### config.mk
export PLATFORM = sky130hd
export DESIGN_NAME = preemptive_priority_scheduler
export DESIGN_NICKNAME = d
export VERILOG_FILES = /design/src/hdl/ppsched_pkg.sv /design/src/hdl/preemptive_priority_scheduler.sv
export VERILOG_INCLUDE_DIRS = /design/src /design/src/hdl
export SDC_FILE = /design/constraint.sdc
export NUM_CORES = 1
export LEC_CHECK = 0
export ABC_AREA = 0
export BUFFER_PORTS_ARGS = -buffer_cell sky130_fd_sc_hd__buf_2
export CORE_MARGIN = 2
export CORE_UTILIZATION = 62
export DETAILED_ROUTE_END_ITERATION = 6
export PLACE_DENSITY = 0.8
export SLEW_MARGIN = 40
export SYNTH_ARGS = -nofsm -noshare
export SYNTH_HDL_FRONTEND = slang
export SYNTH_SLANG_ARGS = --single-unit
### constraint.sdc
create_clock -name clk -period 7.2 [get_ports clk]
set_clock_uncertainty 0.05 [all_clocks]
set_input_delay 0 -clock clk [delete_from_list [all_inputs] [get_ports clk]]
set_output_delay 0 -clock clk [all_outputs]
set_load 0.05 [all_outputs]
### src/hdl/preemptive_priority_scheduler_macros.svh
// Assertion macros for the preemptive priority scheduler.
// Used by the RTL module in this folder; no other dependencies.
`ifndef PREEMPTIVE_PRIORITY_SCHEDULER_MACROS_SVH
`define PREEMPTIVE_PRIORITY_SCHEDULER_MACROS_SVH
`ifndef ASSERT_OFF
// Implication that must hold at every clock edge outside reset
`define PPS_ASSERT(lbl, clk, rst_n, prop, msg) \
	lbl: assert property (@(posedge clk) disable iff (!rst_n) prop) else $error(msg);
// Condition that must never be true outside reset
`define PPS_NEVER(lbl, clk, rst_n, cond, msg) \
	lbl: assert property (@(posedge clk) disable iff (!rst_n) !(cond)) else $error(msg);
`else
`define PPS_ASSERT(lbl, clk, rst_n, prop, msg)
`define PPS_NEVER(lbl, clk, rst_n, cond, msg)
`endif
`endif

### src/hdl/ppsched_pkg.sv
// Package for the preemptive priority scheduler: table size, entry layout,
// codes and controller states. No dependencies.
`timescale 1ns / 1ps
`default_nettype none
package ppsched_pkg;

	localparam int ENTRIES = 16;
	localparam int SLOT_W  = (ENTRIES > 1) ? $clog2(ENTRIES) : 1;
	localparam int CNT_W   = $clog2(ENTRIES + 1);

	localparam logic        OP_LOAD = 1'b0;
	localparam logic        OP_TICK = 1'b1;
	localparam logic [8:0]  MARK_IDLE = 9'h100;
	localparam logic [8:0]  MARK_NONE = 9'h1FF;
	localparam logic [31:0] TIME_MAX  = 32'hFFFF_FFFF;
	localparam logic [4:0]  ACTIVE_RESET = 5'd16;

	typedef struct packed {
		logic [7:0]  task_id;
		logic [15:0] arrival;
		logic [15:0] remaining;
		logic [7:0]  prio;
	} entry_t;

	typedef enum logic [1:0] {
		ST_IDLE,
		ST_SCAN,
		ST_DRAIN,
		ST_DONE
	} state_t;

endpackage
`default_nettype wire

### src/hdl/preemptive_priority_scheduler.sv
// Preemptive priority scheduler: task table memory, slot scan and result register.
// Depends on ppsched_pkg and preemptive_priority_scheduler_macros.svh.
//
// Usage:
//   Input channel (in_valid / in_stall) carries load and tick beats. A load
//   writes one table slot. A tick scans the slots in use, one slot per
//   cycle through the table memory's single read port, picks the most
//   urgent arrived task, charges it one unit and emits one result beat.
//   n is the number of slots in use (min(active_count, 16)); with n = 0 the
//   tick skips the scan. Loads produce no result. in_stall is high while a
//   tick is being worked on.
//   Output channel (out_valid / out_stall) is fed from a result register, so
//   the next beat is accepted while a result still waits; a tick only stalls
//   at its end when the previous result has not been taken yet.
//   cfg_wr_en writes active_count from cfg_wr_data; write it only while no
//   tick is in flight.
//   Reset: all slots read as finished (no work), time is zero, active_count
//   is 16, and the first tick always opens a new segment.
`timescale 1ns / 1ps
`default_nettype none
`include "preemptive_priority_scheduler_macros.svh"
module preemptive_priority_scheduler (
	input  wire logic        clk,
	input  wire logic        arst_n,
	// configuration
	input  wire logic        cfg_wr_en,
	input  wire logic [4:0]  cfg_wr_data,
	// input channel
	input  wire logic        in_valid,
	output logic             in_stall,
	input  wire logic        op,
	input  wire logic [3:0]  slot,
	input  wire logic [7:0]  task_id,
	input  wire logic [15:0] arrival,
	input  wire logic [15:0] burst,
	input  wire logic [7:0]  prio,
	// output channel
	output logic             out_valid,
	input  wire logic        out_stall,
	output logic [31:0]      tick_time,
	output logic             idle,
	output logic [7:0]       run_id,
	output logic             new_segment,
	output logic             finished,
	output logic [31:0]      finish_time,
	output logic             all_done
);
	import ppsched_pkg::*;

	// table memory and per-slot valid bits
	entry_t              mem [ENTRIES];
	logic [ENTRIES-1:0]  valid_q;

	state_t              state_q, state_d;
	logic [4:0]          active_q;
	logic [31:0]         now_q;
	logic [8:0]          last_q;
	logic [SLOT_W-1:0]   idx_q;

	// read stage
	entry_t              rd_s1;
	logic                rd_vld_s1;
	logic                vbit_s1;
	logic [SLOT_W-1:0]   slot_s1;

	// scan accumulators
	logic                found_q;
	logic [CNT_W-1:0]    nz_q;
	logic [SLOT_W-1:0]   best_slot_q;
	entry_t              best_q;

	// result register
	logic                out_valid_q;
	logic [31:0]         tick_time_q, finish_time_q;
	logic                idle_q, new_segment_q, finished_q, all_done_q;
	logic [7:0]          run_id_q;

	logic                in_acc, tick_acc, load_acc, load_ok;
	logic [CNT_W-1:0]    n_use;
	logic                scan_last, out_free, done_go;
	logic                mem_we, rd_en;
	logic [SLOT_W-1:0]   mem_waddr;
	entry_t              mem_wdata, dec_ent;
	logic                ent_live, eligible, take;
	logic [8:0]          runner;
	logic                fin;
	logic [31:0]         now_inc;
	logic                done_all;

	// handshake decode
	assign in_acc   = in_valid && !in_stall;
	assign tick_acc = in_acc && (op == OP_TICK);
	assign load_acc = in_acc && (op == OP_LOAD);
	assign load_ok  = 32'(slot) < ENTRIES;
	assign out_free = !out_valid_q || !out_stall;
	assign done_go  = (state_q == ST_DONE) && out_free;

	// clamp slots in use to the table size
	assign n_use     = (32'(active_q) > ENTRIES) ? CNT_W'(ENTRIES) : CNT_W'(active_q);
	assign scan_last = (32'(idx_q) == (32'(n_use) - 32'd1));

	// next state
	always_comb begin
		state_d = state_q;
		case (state_q)
			ST_IDLE: begin
				if (tick_acc) begin
					state_d = (n_use == '0) ? ST_DONE : ST_SCAN;
				end
			end
			ST_SCAN: begin
				if (scan_last) begin
					state_d = ST_DRAIN;
				end
			end
			ST_DRAIN: state_d = ST_DONE;
			ST_DONE: begin
				if (done_go) begin
					state_d = ST_IDLE;
				end
			end
			default: state_d = ST_IDLE;
		endcase
	end

	always_ff @(posedge clk or negedge arst_n) begin
		if (!arst_n) begin
			state_q <= ST_IDLE;
		end else begin
			state_q <= state_d;
		end
	end

	// controller outputs: stall, read issue and memory write selection
	always_comb begin
		dec_ent           = best_q;
		dec_ent.remaining = best_q.remaining - 16'd1;
		in_stall  = (state_q != ST_IDLE);
		rd_en     = (state_q == ST_SCAN);
		mem_we    = 1'b0;
		mem_waddr = best_slot_q;
		mem_wdata = dec_ent;
		if (load_acc) begin
			mem_we    = load_ok;
			mem_waddr = SLOT_W'(slot);
			mem_wdata = '{task_id: task_id, arrival: arrival, remaining: burst, prio: prio};
		end else if (done_go && found_q) begin
			mem_we = 1'b1;
		end
	end

	// table memory: one write port, one registered read port
	always_ff @(posedge clk) begin
		if (mem_we) begin
			mem[mem_waddr] <= mem_wdata;
		end
		if (rd_en) begin
			rd_s1 <= mem[idx_q];
		end
		slot_s1 <= idx_q;
		vbit_s1 <= valid_q[idx_q];
	end

	// valid bits, scan index, read stage valid, config and time
	always_ff @(posedge clk or negedge arst_n) begin
		if (!arst_n) begin
			valid_q   <= '0;
			idx_q     <= '0;
			rd_vld_s1 <= 1'b0;
			active_q  <= ACTIVE_RESET;
			now_q     <= '0;
			last_q    <= MARK_NONE;
		end else begin
			if (mem_we) begin
				valid_q[mem_waddr] <= 1'b1;
			end
			if (tick_acc) begin
				idx_q <= '0;
			end else if (rd_en) begin
				idx_q <= idx_q + SLOT_W'(1);
			end
			rd_vld_s1 <= rd_en;
			if (cfg_wr_en) begin
				active_q <= cfg_wr_data;
			end
			if (done_go) begin
				now_q  <= now_inc;
				last_q <= runner;
			end
		end
	end

	// evaluate the slot read last cycle
	assign ent_live = vbit_s1 && (rd_s1.remaining != 16'd0);
	assign eligible = ent_live && ({16'd0, rd_s1.arrival} <= now_q);
	assign take     = eligible && (!found_q || (rd_s1.prio < best_q.prio));

	always_ff @(posedge clk or negedge arst_n) begin
		if (!arst_n) begin
			found_q <= 1'b0;
			nz_q    <= '0;
		end else if (tick_acc) begin
			found_q <= 1'b0;
			nz_q    <= '0;
		end else if (rd_vld_s1) begin
			if (ent_live) begin
				nz_q <= nz_q + CNT_W'(1);
			end
			if (take) begin
				found_q <= 1'b1;
			end
		end
	end

	// hold the current best candidate
	always_ff @(posedge clk) begin
		if (rd_vld_s1 && take) begin
			best_slot_q <= slot_s1;
			best_q      <= rd_s1;
		end
	end

	// result of the tick
	assign runner   = found_q ? {1'b0, best_q.task_id} : MARK_IDLE;
	assign fin      = found_q && (best_q.remaining == 16'd1);
	assign now_inc  = (now_q == TIME_MAX) ? TIME_MAX : now_q + 32'd1;
	assign done_all = ((nz_q - CNT_W'(fin)) == '0);

	always_ff @(posedge clk or negedge arst_n) begin
		if (!arst_n) begin
			out_valid_q <= 1'b0;
		end else if (done_go) begin
			out_valid_q <= 1'b1;
		end else if (!out_stall) begin
			out_valid_q <= 1'b0;
		end
	end

	// load the result register
	always_ff @(posedge clk) begin
		if (done_go) begin
			tick_time_q   <= now_q;
			idle_q        <= !found_q;
			run_id_q      <= found_q ? best_q.task_id : 8'd0;
			new_segment_q <= (runner != last_q);
			finished_q    <= fin;
			finish_time_q <= fin ? now_inc : 32'd0;
			all_done_q    <= done_all;
		end
	end

	assign out_valid   = out_valid_q;
	assign tick_time   = tick_time_q;
	assign idle        = idle_q;
	assign run_id      = run_id_q;
	assign new_segment = new_segment_q;
	assign finished    = finished_q;
	assign finish_time = finish_time_q;
	assign all_done    = all_done_q;

	// checks
	`PPS_NEVER(a_scan_in_range, clk, arst_n, (state_q == ST_SCAN) && (32'(idx_q) >= 32'(n_use)), "scan index beyond slots in use")
	`PPS_ASSERT(a_tick_starts, clk, arst_n, tick_acc |=> (state_q == ST_SCAN) || (state_q == ST_DONE), "tick did not start a scan")
	`PPS_ASSERT(a_time_advance, clk, arst_n, done_go |=> (now_q == TIME_MAX) || (now_q == $past(now_q) + 32'd1), "time did not advance by one")
	`PPS_NEVER(a_fin_not_idle, clk, arst_n, out_valid_q && finished_q && idle_q, "finish reported on an idle tick")
	`PPS_ASSERT(a_best_in_range, clk, arst_n, (state_q == ST_DONE) && found_q |-> 32'(best_slot_q) < 32'(n_use), "selected slot not in use")

endmodule
`default_nettype wire

==> results.txt, run 1 <==
----------------------------------------------------
[Run status]
  Result of the run ... finished, violations left
  Violations in the final reports ... DRC

[Clock tree]
  Maximum buffer depth of the clock tree ... 3
  CTS Root Buffer Type ... sky130_fd_sc_hd__clkbuf_16
  Clock tree from TritonCTS ... yes
  Num CTS Buffers ... 98
  Clock input transition at the sequential cells of the worst setup and hold paths ... 0.06 ns
  Hold buffers post-CTS ... 67
  Number of setup buffers added after CTS ... 0
  Clock sinks ... 1025
  Clock insertion delay at the later pin of the skew report ... 0.67 ns
  H-tree levels ... 3
  CTS resizes ... 0

[Place]
  Post-DP HPWL ... 49200 µm
  Cell Count Post-Placement ... 2918
  Final weighted congestion of routability-driven global placement ... 0.862
  Port Buffer Count ... 140

[Drt]
  Average wire length per cell after detail routing ... 29.6 µm
  Post-DRT Antenna Nets ... 0
  DR iter-0 viols ... 2563
  Iteration count of the initial detailed-routing pass ... 7
  Vias per cell ... 6.60
  DRC ... 3
  Total number of vias ... 20900
  Total wirelength of the detailed-routed design ... 93900 µm

[Critical path]
  Required time at the endpoint of the critical path ... 7.43 ns
  Startpoint type of the worst setup path ... flop
  Critical path start-end classification ... flop to flop
  Most frequent cell on the critical path ... sky130_fd_sc_hd__buf_4
  Worst setup EP type ... flop
  Worst path arrival time ... 4.43 ns
  Peak fanout along the critical path ... 47
  Max stage delay on crit path ... 0.66 ns
  Slowest stage cell, crit path ... sky130_fd_sc_hd__buf_4
  Destination of the worst register-to-register timing path ... mem[4][31]
  Reg-to-reg startpoint ... state_q[0]
  Worst R2R Path Depth ... 8
  Setup slack of the worst register-to-register path ... 3.00 ns
  Series of cell instances along the critical path ... inv_1 -> ha_1 -> nand3b_1 -> buf_4 -> mux2i_1 -> nand2b_1 -> nor2_4 -> buf_4

[GRT]
  Number of antenna violations at the first check in global routing ... 2
  First-pass GRT wire length ... 139000 µm
  Maximum number of pins on one net before global-route repair ... 90
  All-Layer GR Usage ... 28.6%
  Remaining Overflow, GRT ... 0
  Via count of the first global-routing pass ... 21500

[Synthesis]
  Number of unique standard cell types used by synthesis ... 54
  Post-synthesis area per instance ... 20.3 µm²
  Cell accounting for the most synthesized area ... sky130_fd_sc_hd__edfxtp_1
  Cell area after synthesis ... 0.0402 mm²
  Fraction of registers with async set or reset after synthesis ... 7.41%
  Post-Syn Nets ... 2075
  Leading cell types by count after synthesis ... sky130_fd_sc_hd__edfxtp_1, sky130_fd_sc_hd__mux4_2, sky130_fd_sc_hd__a21oi_1
  Main synth FF type ... sky130_fd_sc_hd__edfxtp_1
  Most numerous cell in the Yosys netlist ... sky130_fd_sc_hd__edfxtp_1
  Sequential-to-total area share from yosys stat ... 75.6%
  Number of flip-flops and latches in the synthesized netlist ... 1025
  Synth warnings ... 0
  Number of enable-type register cells in the synthesized netlist ... 944
  Syn Inst Count ... 1977
  Share of the synthesized area in the top cell type ... 70.5%
  Main area contributors after synthesis ... sky130_fd_sc_hd__edfxtp_1, sky130_fd_sc_hd__mux4_2, sky130_fd_sc_hd__dfrtp_1

[Floorplan]
  Die height ... 259 µm
  Std-Cell Rows ... 93
  Placeable core region ... 0.0642 mm²
  Starting utilization of the core area ... 62.6%
  Die area ... 0.0669 mm²
  Horizontal die dimension ... 259 µm
  Top-Level Pins ... 141

[STA]
  Hold Fails Final Rpt ... 0
  Setup repair after global routing missed its margin ... false
  Post-route fraction of the period consumed by the critical path ... 58.3%
  Number of setup violations in the final report ... 0
  Final total negative setup slack ... 0 ns
  Headroom to the max-slew limit ... 39.9%
  Number of pins with negative max-slew slack in the final report ... 0
  Upper clock frequency limit ... 238 MHz
  Min Tclk post-route ... 4.20 ns
  Transition time of the tightest slew-check pin ... 0.902 ns

[Pwr]
  Power per standard cell area ... 361 mW/mm²
  Largest vdd supply drop ... 0.262 mV
  Leak Pwr ... 15.2 nW

[Layout]
  Layout overhead on the synthesized area ... 15.2%
  Fraction of final layout cells sized beyond drive strength 1 ... 29.5%
  Finished Layout Cells ... 3172
  Final layout net count ... 2330
  Fillers ... 3623

[Flow run]
  Number of violations of the max-capacitance limit ... 0

[Worst hold path]
  Hold path startpoint ... slot[3]
  Number of cells on the worst hold path ... 4
  Min-Delay Path Class ... input port to flop
  Worst hold path endpoint ... valid_q[0]

----------------------------------------------------
## cell type report
type / count / area [µm²] / area share, %
tap: 855 / 1070 / 2.31
inverter: 42 / 159 / 0.343
clock buffer: 130 / 2640 / 5.69
clock inverter: 52 / 549 / 1.19
antenna: 3 / 7.51 / 0.0162
timing repair buffer: 251 / 1950 / 4.21
sequential: 1025 / 30400 / 65.6
multi-input combinational: 814 / 9540 / 20.6
## where the power goes
| group | leakage [nW] | switching [mW] | internal (mW) | total [mW] |
|---|---|---|---|---|
| clock | 1.55 | 2.19 | 2.94 | 5.13 |
| combinational | 4.13 | 2.17 | 1.74 | 3.91 |
| sequential | 9.56 | 0.390 | 7.29 | 7.68 |
| total | 15.2 | 4.75 | 12.0 | 16.7 |
## routing by layer
layer  vias up  wire length (µm)  GRT usage [%]
met2      1336             47600           48.2
met3       210              9220           4.76
met4         0              2580           7.79
met1     10800             34500           39.4
li1       8622                 -              -
met5         -                 0              0
## stage by stage
step	util [%]	cell area [µm²]	hold slack [ns]	power, mW	setup slack, ns
5_1_grt	72.1	46300	0.119	17.3	2.84
3_3_place_gp	65.4	42000	0.178	11.4	3.23
4_1_cts	71.9	46200	0.0821	16.8	3.06
3_5_place_dp	65.9	42300	0.0325	11.6	3.14
2_1_floorplan	-	40200	-0.346	10.5	1.20
6_report	72.1	46300	0.114	16.7	3.00
## cell families (layout without fill, tap and decap cells)
family	after synthesis	in the layout	share of synthesized area [%]
xor gates and xnor gates	55	55	1.20
AOI/OAI and AO/OA	163	163	2.47
buffers and inverters	138	475	1.31
other	0	3	0
adders and majority gates	35	35	1.09
muxes	290	290	15.0
DFF	1025	1025	75.6
and+or+nand+nor	271	271	3.40
## state kept, by name, summed over array words and instances (netlist names)
register     cells
best_slot_q      4
tick_time       32
found_q          1
state_q          2
best_q          48
idle             1
mem            768
now_q           32
active_q         5
valid_q         16
finish_time     32
new_segment      1
idx_q            4
last_q           9
all_done         1
rd_s1           48
nz_q             5
run_id           8
finished         1
out_valid        1
rd_vld_s1        1
slot_s1          4
vbit_s1          1
## layout by cell type (no fill, tap or decap), drive strengths merged, types with 17 or more instances in the layout
cell type,instances
nand4,17
mux4,245
ha,35
buf,184
edfxtp,944
a31oi,22
clkbuf,131
xnor2,30
nor3,18
mux2,40
nand3,23
o21ai,20
dfrtp,66
nor2,69
dlygate4sd3,66
inv,45
clkinv,36
a21oi,75
xor2,25
nand2,59
nor4,21
## critical path: cells and delay by family (launching register included)
kind | cells | cell delay, ns
simple gates | 3 | 1.18
buf+inv | 3 | 1.40
mux | 1 | 0.46
fa+ha+maj | 1 | 0.29
flops | 1 | 0.40
## worst max path at each step
| stage | slack (ns) | to | depth (start not counted) | from |
|---|---|---|---|---|
| 2_1_floorplan | 1.20 | best_q[0] | 7 | now_q[4] |
| 3_3_place_gp | 3.23 | mem[11][36] | 8 | state_q[0] |
| 3_5_place_dp | 3.14 | mem[4][33] | 8 | state_q[0] |
| 4_1_cts | 3.06 | mem[2][29] | 8 | state_q[0] |
| 5_1_grt | 2.84 | mem[4][18] | 8 | state_q[0] |
| 6_report | 3.00 | mem[4][31] | 8 | state_q[0] |
No activity file was read; power rests on OpenSTA's default activity.
==> inputs of run 2 (changes only) <==
==> constraint.sdc (replaced) <==
create_clock -name clk -period 4.2 [get_ports clk]
set_clock_uncertainty 0.05 [all_clocks]
set_input_delay 0 -clock clk [delete_from_list [all_inputs] [get_ports clk]]
set_output_delay 0 -clock clk [all_outputs]
set_load 0.05 [all_outputs]
==> run 2 against run 1 <==
Against the previous run: the run now ends clean; first-iteration DRC count up 17%; flip-flop and latch count unchanged; clock power up 73%; critical path type unchanged; highest routed layer is now met5.
==> results.txt, run 2 (synthesized netlist as in run 1, its figures left out) <==
----------------------------------------------------
[STA]
  Headroom to the max-slew limit ... 41.6% (+1.7 points)
  Min Tclk post-route ... 3.84 ns (-0.355 ns)
  Setup repair after global routing missed its margin ... false
  Final total negative setup slack ... 0 ns (unchanged)
  Number of setup violations in the final report ... 0 (unchanged)
  Post-route fraction of the period consumed by the critical path ... 91.5% (+33 points)
  Transition time of the tightest slew-check pin ... 0.876 ns (-0.0255 ns)
  Upper clock frequency limit ... 260 MHz (+9.2%)
  Number of pins with negative max-slew slack in the final report ... 0 (unchanged)
  Hold Fails Final Rpt ... 0 (unchanged)

[Drt]
  Post-DRT Antenna Nets ... 0 (unchanged)
  Total number of vias ... 21500 (+2.9%)
  Average wire length per cell after detail routing ... 30.8 µm (+3.9%)
  Iteration count of the initial detailed-routing pass ... 5 (-2)
  DRC ... 0 (-3)
  Vias per cell ... 6.75 (+2.3%)
  DR iter-0 viols ... 3007 (+17%)
  Total wirelength of the detailed-routed design ... 98100 µm (+4.4%)

[Floorplan]
  Horizontal die dimension ... 259 µm (unchanged)
  Starting utilization of the core area ... 62.6% (unchanged)
  Die area ... 0.0669 mm² (unchanged)
  Die height ... 259 µm (unchanged)
  Placeable core region ... 0.0642 mm² (unchanged)
  Top-Level Pins ... 141 (unchanged)
  Std-Cell Rows ... 93 (unchanged)

[Layout]
  Flip-flop count of the largest register after layout ... 768 (unchanged)
  Share of the core filled with cells in the final layout ... 72.3% (+0.25 points)
  Register with the most flip-flops ... mem
  Layout overhead on the synthesized area ... 15.6%
  Highest-count cells in the layout ignoring fill and taps ... sky130_fd_sc_hd__edfxtp_1, sky130_fd_sc_hd__mux4_2, sky130_fd_sc_hd__buf_2, sky130_fd_sc_hd__clkbuf_16, sky130_fd_sc_hd__a21oi_1
  Biggest regs ... mem: 768 flops, best_q: 48 flops, rd_s1: 48 flops
  Fraction of final layout cells sized beyond drive strength 1 ... 29.9% (+0.43 points)
  Final layout net count ... 2347 (+0.73%)
  Commonest non-fill, non-tap cell in the layout ... sky130_fd_sc_hd__edfxtp_1

[GRT]
  Via count of the first global-routing pass ... 21900 (+2.1%)
  Maximum number of pins on one net before global-route repair ... 99 (+10%)
  Number of antenna violations at the first check in global routing ... 4 (+2)
  Remaining Overflow, GRT ... 0 (unchanged)
  First-pass GRT wire length ... 146000 µm (+4.5%)
  All-Layer GR Usage ... 30.1% (+1.5 points)

[Place]
  Port Buffer Count ... 140 (unchanged)
  Post-DP HPWL ... 51100 µm (+3.8%)
  Final weighted congestion of routability-driven global placement ... 0.883 (+2.4%)

[Pwr]
  Share of total power in combinational logic ... 23.9% (+0.5 points)
  Leak Pwr ... 15.3 nW (+0.66%)
  Internal power ... 20.6 mW (+72%)
  Sw Pwr ... 8.47 mW (+78%)
  Sw Ratio ... 29.1% (+0.74 points)
  Sequential Power Share ... 45.5% (-0.4 points)
  Clock network fraction of design power ... 30.6% (about the same)
  Largest vdd supply drop ... 0.427 mV (+63%)
  Power per standard cell area ... 626 mW/mm² (+73%)

[Flow run]
  Number of violations of the max-capacitance limit ... 0 (unchanged)

[Critical path]
  Required time at the endpoint of the critical path ... 4.50 ns (-2.93 ns)
  Startpoint type of the worst setup path ... flop
  Worst setup EP type ... flop
  Worst path arrival time ... 4.14 ns (-0.29 ns)
  Peak fanout along the critical path ... 18 (-62%)
  Critical path start-end classification ... flop to flop

[Clock tree]
  Num CTS Buffers ... 98 (unchanged)
  Clock insertion delay at the later pin of the skew report ... 0.67 ns (about the same)
  H-tree levels ... 3 (unchanged)
  Clock tree from TritonCTS ... yes
  CTS Root Buffer Type ... sky130_fd_sc_hd__clkbuf_16
  Clock input transition at the sequential cells of the worst setup and hold paths ... 0.07 ns (about the same)
  Number of setup buffers added after CTS ... 0 (unchanged)
  Clock sinks ... 1025 (unchanged)
  Maximum buffer depth of the clock tree ... 3 (unchanged)

[Worst hold path]
  Min-Delay Path Class ... input port to flop

[Run status]
  Result of the run ... completed

----------------------------------------------------
[run 2: changes by cell type in the layout (fill, tap and decap cells not counted), moves of 3 or more]
cell / previous run / this run
sky130_fd_sc_hd__a21oi_1: 59 / 67
sky130_fd_sc_hd__buf_16: 8 / 1
sky130_fd_sc_hd__buf_6: 12 / 2
sky130_fd_sc_hd__clkbuf_16: 101 / 98
sky130_fd_sc_hd__clkinv_8: 0 / 4
sky130_fd_sc_hd__clkinv_1: 16 / 12
sky130_fd_sc_hd__buf_12: 2 / 23
sky130_fd_sc_hd__clkbuf_1: 28 / 25
sky130_fd_sc_hd__clkinv_2: 19 / 23
sky130_fd_sc_hd__buf_4: 23 / 39
sky130_fd_sc_hd__a21oi_2: 16 / 8
[run 2: area by class of cell]
type,count,area [µm²]
multi-input combinational,814,9500
clock inverter,57,627
clock buffer,125,2570
tap,855,1070
inverter,42,159
fill,3519,17800
sequential,1025,30400
antenna,4,10.0
timing repair buffer,268,2140
[run 2: final timing paths]
path,slack (ns),startpoint,cells past startpoint,endpoint
setup reg to reg,0.36,state_q[1],7,mem[8][28]
min in group asynchronous,0.40,arst_n,3,last_q[5]
hold reg to reg,0.37,slot_s1[2],0,best_slot_q[2]
max in group asynchronous,3.31,arst_n,4,now_q[5]
hold / removal,0.03,slot[2],4,valid_q[4]
setup / recovery,0.36,state_q[1],7,mem[8][28]
[run 2: critical path, cell delays in order (launching register included)]
cell                       delay (ns)
sky130_fd_sc_hd__dfrtp_1         0.41
sky130_fd_sc_hd__inv_1           0.12
sky130_fd_sc_hd__ha_1            0.31
sky130_fd_sc_hd__nand3b_1        0.55
sky130_fd_sc_hd__mux2i_1         0.57
sky130_fd_sc_hd__nand2b_1        0.47
sky130_fd_sc_hd__nor2_4          0.75
sky130_fd_sc_hd__buf_12          0.26
[run 2: timing repair]
action | 4_1_cts | 5_1_grt
hold buffers | 65 | 0
hold endpoints to repair | 867 | 0
resized for setup | 0 | 0
[run 2: per-stage QoR]
step	cell area (µm²)	std cells	worst slack (ns)	total power [mW]	hold slack [ns]
after global routing	46400	3186	0.240	29.9	0.0379
after global placement	42500	2938	1.06	19.8	0.177
final	46400	3190	0.358	29.1	0.0335
after floorplan	40200	1977	0.0279	18.0	-0.346
after detailed placement	42500	2938	0.791	20.0	0.0290
after CTS	46400	3185	0.481	29.0	0.000816
[run 2: metal layers]
metal	GRT usage, %	wire length, µm	vias to the layer above
met5	0	23	-
met3	6.12	10200	246
li1	-	-	8653
met1	41.1	35700	11100
met4	10.3	3200	4
met2	49.4	49000	1584
[run 2: power by group through the flow]
stage | clock [mW] | sequential, mW | combinational, mW
after floorplan | 0 | 13.4 | 4.59
after CTS | 8.94 | 13.3 | 6.83
after detailed placement | 0 | 13.4 | 6.60
after global routing | 9.33 | 13.3 | 7.31
final | 8.89 | 13.2 | 6.94
after global placement | 0 | 13.4 | 6.43
==> inputs of run 3 (changes only) <==
--- a/config.mk
+++ b/config.mk
@@ -8,10 +8,10 @@
 export LEC_CHECK = 0
 export ABC_AREA = 0
 export BUFFER_PORTS_ARGS = -buffer_cell sky130_fd_sc_hd__buf_2
-export CORE_MARGIN = 2
-export CORE_UTILIZATION = 62
+export CORE_UTILIZATION = 64
+export CTS_BUF_LIST = sky130_fd_sc_hd__clkbuf_4
 export DETAILED_ROUTE_END_ITERATION = 6
-export PLACE_DENSITY = 0.8
+export PLACE_DENSITY = 0.82
 export SLEW_MARGIN = 40
 export SYNTH_ARGS = -nofsm -noshare
 export SYNTH_HDL_FRONTEND = slang
==> run 3 against run 2 <==
Against the previous run: utilization increased by 3.6 points; largest cell class unchanged; sequential power hardly changed; non-clock buffer count is 60 higher.
==> results.txt, run 3 (synthesized netlist as in run 1, its figures left out) <==
----------------------------------------------------
[Run status]
  Result of the run ... completed

[Place]
  Final weighted congestion of routability-driven global placement ... 0.841 (-4.8%)
  Cell Count Post-Placement ... 2914 (-0.82%)
  Port Buffer Count ... 140 (unchanged)
  Post-DP HPWL ... 50300 µm (-1.5%)

[Pwr]
  Largest vdd supply drop ... 0.397 mV (-6.9%)
  Internal power ... 19.6 mW (-4.7%)
  Sw Pwr ... 8.42 mW (-0.56%)
  Sequential Power Share ... 46.8% (+1.3 points)
  PnR Total Power ... 28.1 mW (-3.5%)
  Leak Pwr ... 15.8 nW (+3.3%)
  Power per standard cell area ... 598 mW/mm² (-4.4%)
  Share of total power in combinational logic ... 24.6% (+0.7 points)
  Sw Ratio ... 30.0% (+0.88 points)
  Clock network fraction of design power ... 28.6% (-2.0 points)

[STA]
  Headroom to the max-slew limit ... 44.6% (+3.0 points)
  Hold Fails Final Rpt ... 0 (unchanged)
  Transition time of the tightest slew-check pin ... 0.831 ns (-0.0456 ns)
  Final total negative setup slack ... 0 ns (unchanged)
  Number of pins with negative max-slew slack in the final report ... 0 (unchanged)
  Post-route fraction of the period consumed by the critical path ... 93.4% (+1.9 points)
  Upper clock frequency limit ... 255 MHz (-2.1%)
  Number of setup violations in the final report ... 0 (unchanged)
  Setup repair after global routing missed its margin ... false
  Min Tclk post-route ... 3.92 ns (+0.0816 ns)

[Drt]
  Iteration count of the initial detailed-routing pass ... 5 (unchanged)
  Average wire length per cell after detail routing ... 27.9 µm (-9.3%)
  DRC ... 0 (unchanged)
  Vias per cell ... 6.45 (-4.5%)
  Total wirelength of the detailed-routed design ... 97200 µm (-0.89%)
  DR iter-0 viols ... 2544 (-15%)
  Total number of vias ... 22500 (+4.3%)
  Post-DRT Antenna Nets ... 0 (unchanged)

[Layout]
  Flip-flop count of the largest register after layout ... 768 (unchanged)
  Biggest regs ... mem: 768 flops, best_q: 48 flops, rd_s1: 48 flops
  Register with the most flip-flops ... mem
  Fraction of final layout cells sized beyond drive strength 1 ... 35.0% (+5.1 points)
  Final layout net count ... 2546 (+8.5%)
  Share of the core filled with cells in the final layout ... 75.9% (+3.6 points)
  Finished Layout Cells ... 3485 (+9.2%)
  Layout overhead on the synthesized area ... 16.8%
  Highest-count cells in the layout ignoring fill and taps ... sky130_fd_sc_hd__edfxtp_1, sky130_fd_sc_hd__clkbuf_4, sky130_fd_sc_hd__mux4_2, sky130_fd_sc_hd__buf_2, sky130_fd_sc_hd__dlygate4sd3_1
  Commonest non-fill, non-tap cell in the layout ... sky130_fd_sc_hd__edfxtp_1

[Clock tree]
  Clock input transition at the sequential cells of the worst setup and hold paths ... 0.08 ns (about the same)
  Maximum buffer depth of the clock tree ... 3 (unchanged)
  Clock sinks ... 1025 (unchanged)
  Clock insertion delay at the later pin of the skew report ... 1.13 ns (+0.46 ns)
  CTS Root Buffer Type ... sky130_fd_sc_hd__clkbuf_4
  Clock tree from TritonCTS ... yes
  H-tree levels ... 4 (+1)
  Num CTS Buffers ... 237 (+140%)

[Critical path]
  Source of the critical timing path ... state_q[1]
  Required time at the endpoint of the critical path ... 4.83 ns (+0.33 ns)
  Worst setup EP type ... flop
  Slowest stage cell, crit path ... sky130_fd_sc_hd__dlygate4sd3_1
  Setup slack of the worst register-to-register path ... 0.28 ns (-0.08 ns)
  Series of cell instances along the critical path ... inv_1 -> ha_1 -> nand3b_1 -> nor3_1 -> dlygate4sd3_1 -> a31oi_1 -> dlygate4sd3_1 -> buf_4 -> nor2_4 -> buf_4
  Peak fanout along the critical path ... 25 (+7)
  Cell class contributing the biggest share of worst-path delay ... buffers and inverters
  Destination of the worst register-to-register timing path ... mem[2][47]
  Worst R2R Path Depth ... 10 (+3)
  Number of buffers and inverters on the critical path ... 5 (+3)
  Max stage delay on crit path ... 0.60 ns (-0.15 ns)
  Worst path arrival time ... 4.56 ns (+0.42 ns)
  Critical path start-end classification ... flop to flop
  Total stage count of the critical path ... 10 (+3)
  Setup crit end ... mem[2][47]
  Reg-to-reg startpoint ... state_q[1]
  Startpoint type of the worst setup path ... flop

[Floorplan]
  Die height ... 253 µm (-2.3%)
  Starting utilization of the core area ... 65.0% (+2.4 points)
  Placeable core region ... 0.0618 mm² (-3.7%)
  Die area ... 0.0638 mm² (-4.6%)
  Std-Cell Rows ... 91 (-2.2%)
  Horizontal die dimension ... 253 µm (-2.3%)
  Top-Level Pins ... 141 (unchanged)

[GRT]
  All-Layer GR Usage ... 31.5% (+1.4 points)
  Via count of the first global-routing pass ... 23300 (+6.3%)
  Number of antenna violations at the first check in global routing ... 4 (unchanged)
  Maximum number of pins on one net before global-route repair ... 77 (-22%)
  First-pass GRT wire length ... 144000 µm (-1.1%)
  Remaining Overflow, GRT ... 0 (unchanged)

[Flow run]
  Number of violations of the max-capacitance limit ... 0 (unchanged)

[Worst hold path]
  Min-Delay Path Class ... input port to flop

----------------------------------------------------
==> run 3: worst min-delay path by stage <==
stage               startpoint           to  depth (start not counted)
finish               burst[15]  mem[11][23]                          4
global route         burst[15]  mem[11][23]                          4
detailed placement      arst_n  active_q[3]                          1
global placement        arst_n     idx_q[2]                          1
floorplan               arst_n  active_q[0]                          0
CTS                  burst[12]   mem[2][20]                          4
==> run 3: worst min-delay path: cells and delay by family <==
| family | cells | cell delay, ns |
|---|---|---|
| compound gates | 1 | 0.15 |
| buf+inv | 2 | 0.70 |
| simple gates | 1 | 0.18 |
==> run 3: timing repair <==
item                                    in CTS  in global routing
resized for setup                            0                  0
setup buffers                                0                  3
hold buffers                               128                  0
hold endpoints to repair                  1678                  0
endpoints found under the setup margin       0                 54
==> run 3: power by group through the flow <==
stage | clock (mW) | sequential, mW | combinational [mW]
after floorplan | 0 | 13.4 | 4.59
after detailed placement | 0 | 13.4 | 6.57
after CTS | 8.00 | 13.1 | 6.74
after global placement | 0 | 13.4 | 6.29
after global routing | 8.63 | 13.2 | 7.30
final | 8.03 | 13.1 | 6.91
==> run 3: final cells by class <==
| cell class | count | area, µm² |
|---|---|---|
| inverter | 42 | 159 |
| clock inverter | 85 | 454 |
| antenna | 5 | 12.5 |
| sequential | 1025 | 30400 |
| fill | 3178 | 14900 |
| clock buffer | 349 | 2620 |
| tap | 837 | 1050 |
| multi-input combinational | 814 | 9500 |
| timing repair buffer | 328 | 2740 |
==> run 3: per-layer routing <==
layer / GRT usage [%] / share of wire (%)
met4: 14.9 / 3.4
met2: 50.9 / 50
met3: 6.96 / 11
met5: 0 / 0
met1: 41.4 / 35
==> run 3: through the flow <==
step | area [µm²] | setup WS [ns] | hold WS, ns
finish | 46900 | 0.277 | 0.0629
global route | 46900 | 0.179 | 0.0502
CTS | 46800 | 0.132 | 0.0294
detailed placement | 42400 | 1.00 | 0.0320
global placement | 42400 | 1.13 | 0.163
floorplan | 40200 | 0.0279 | -0.346
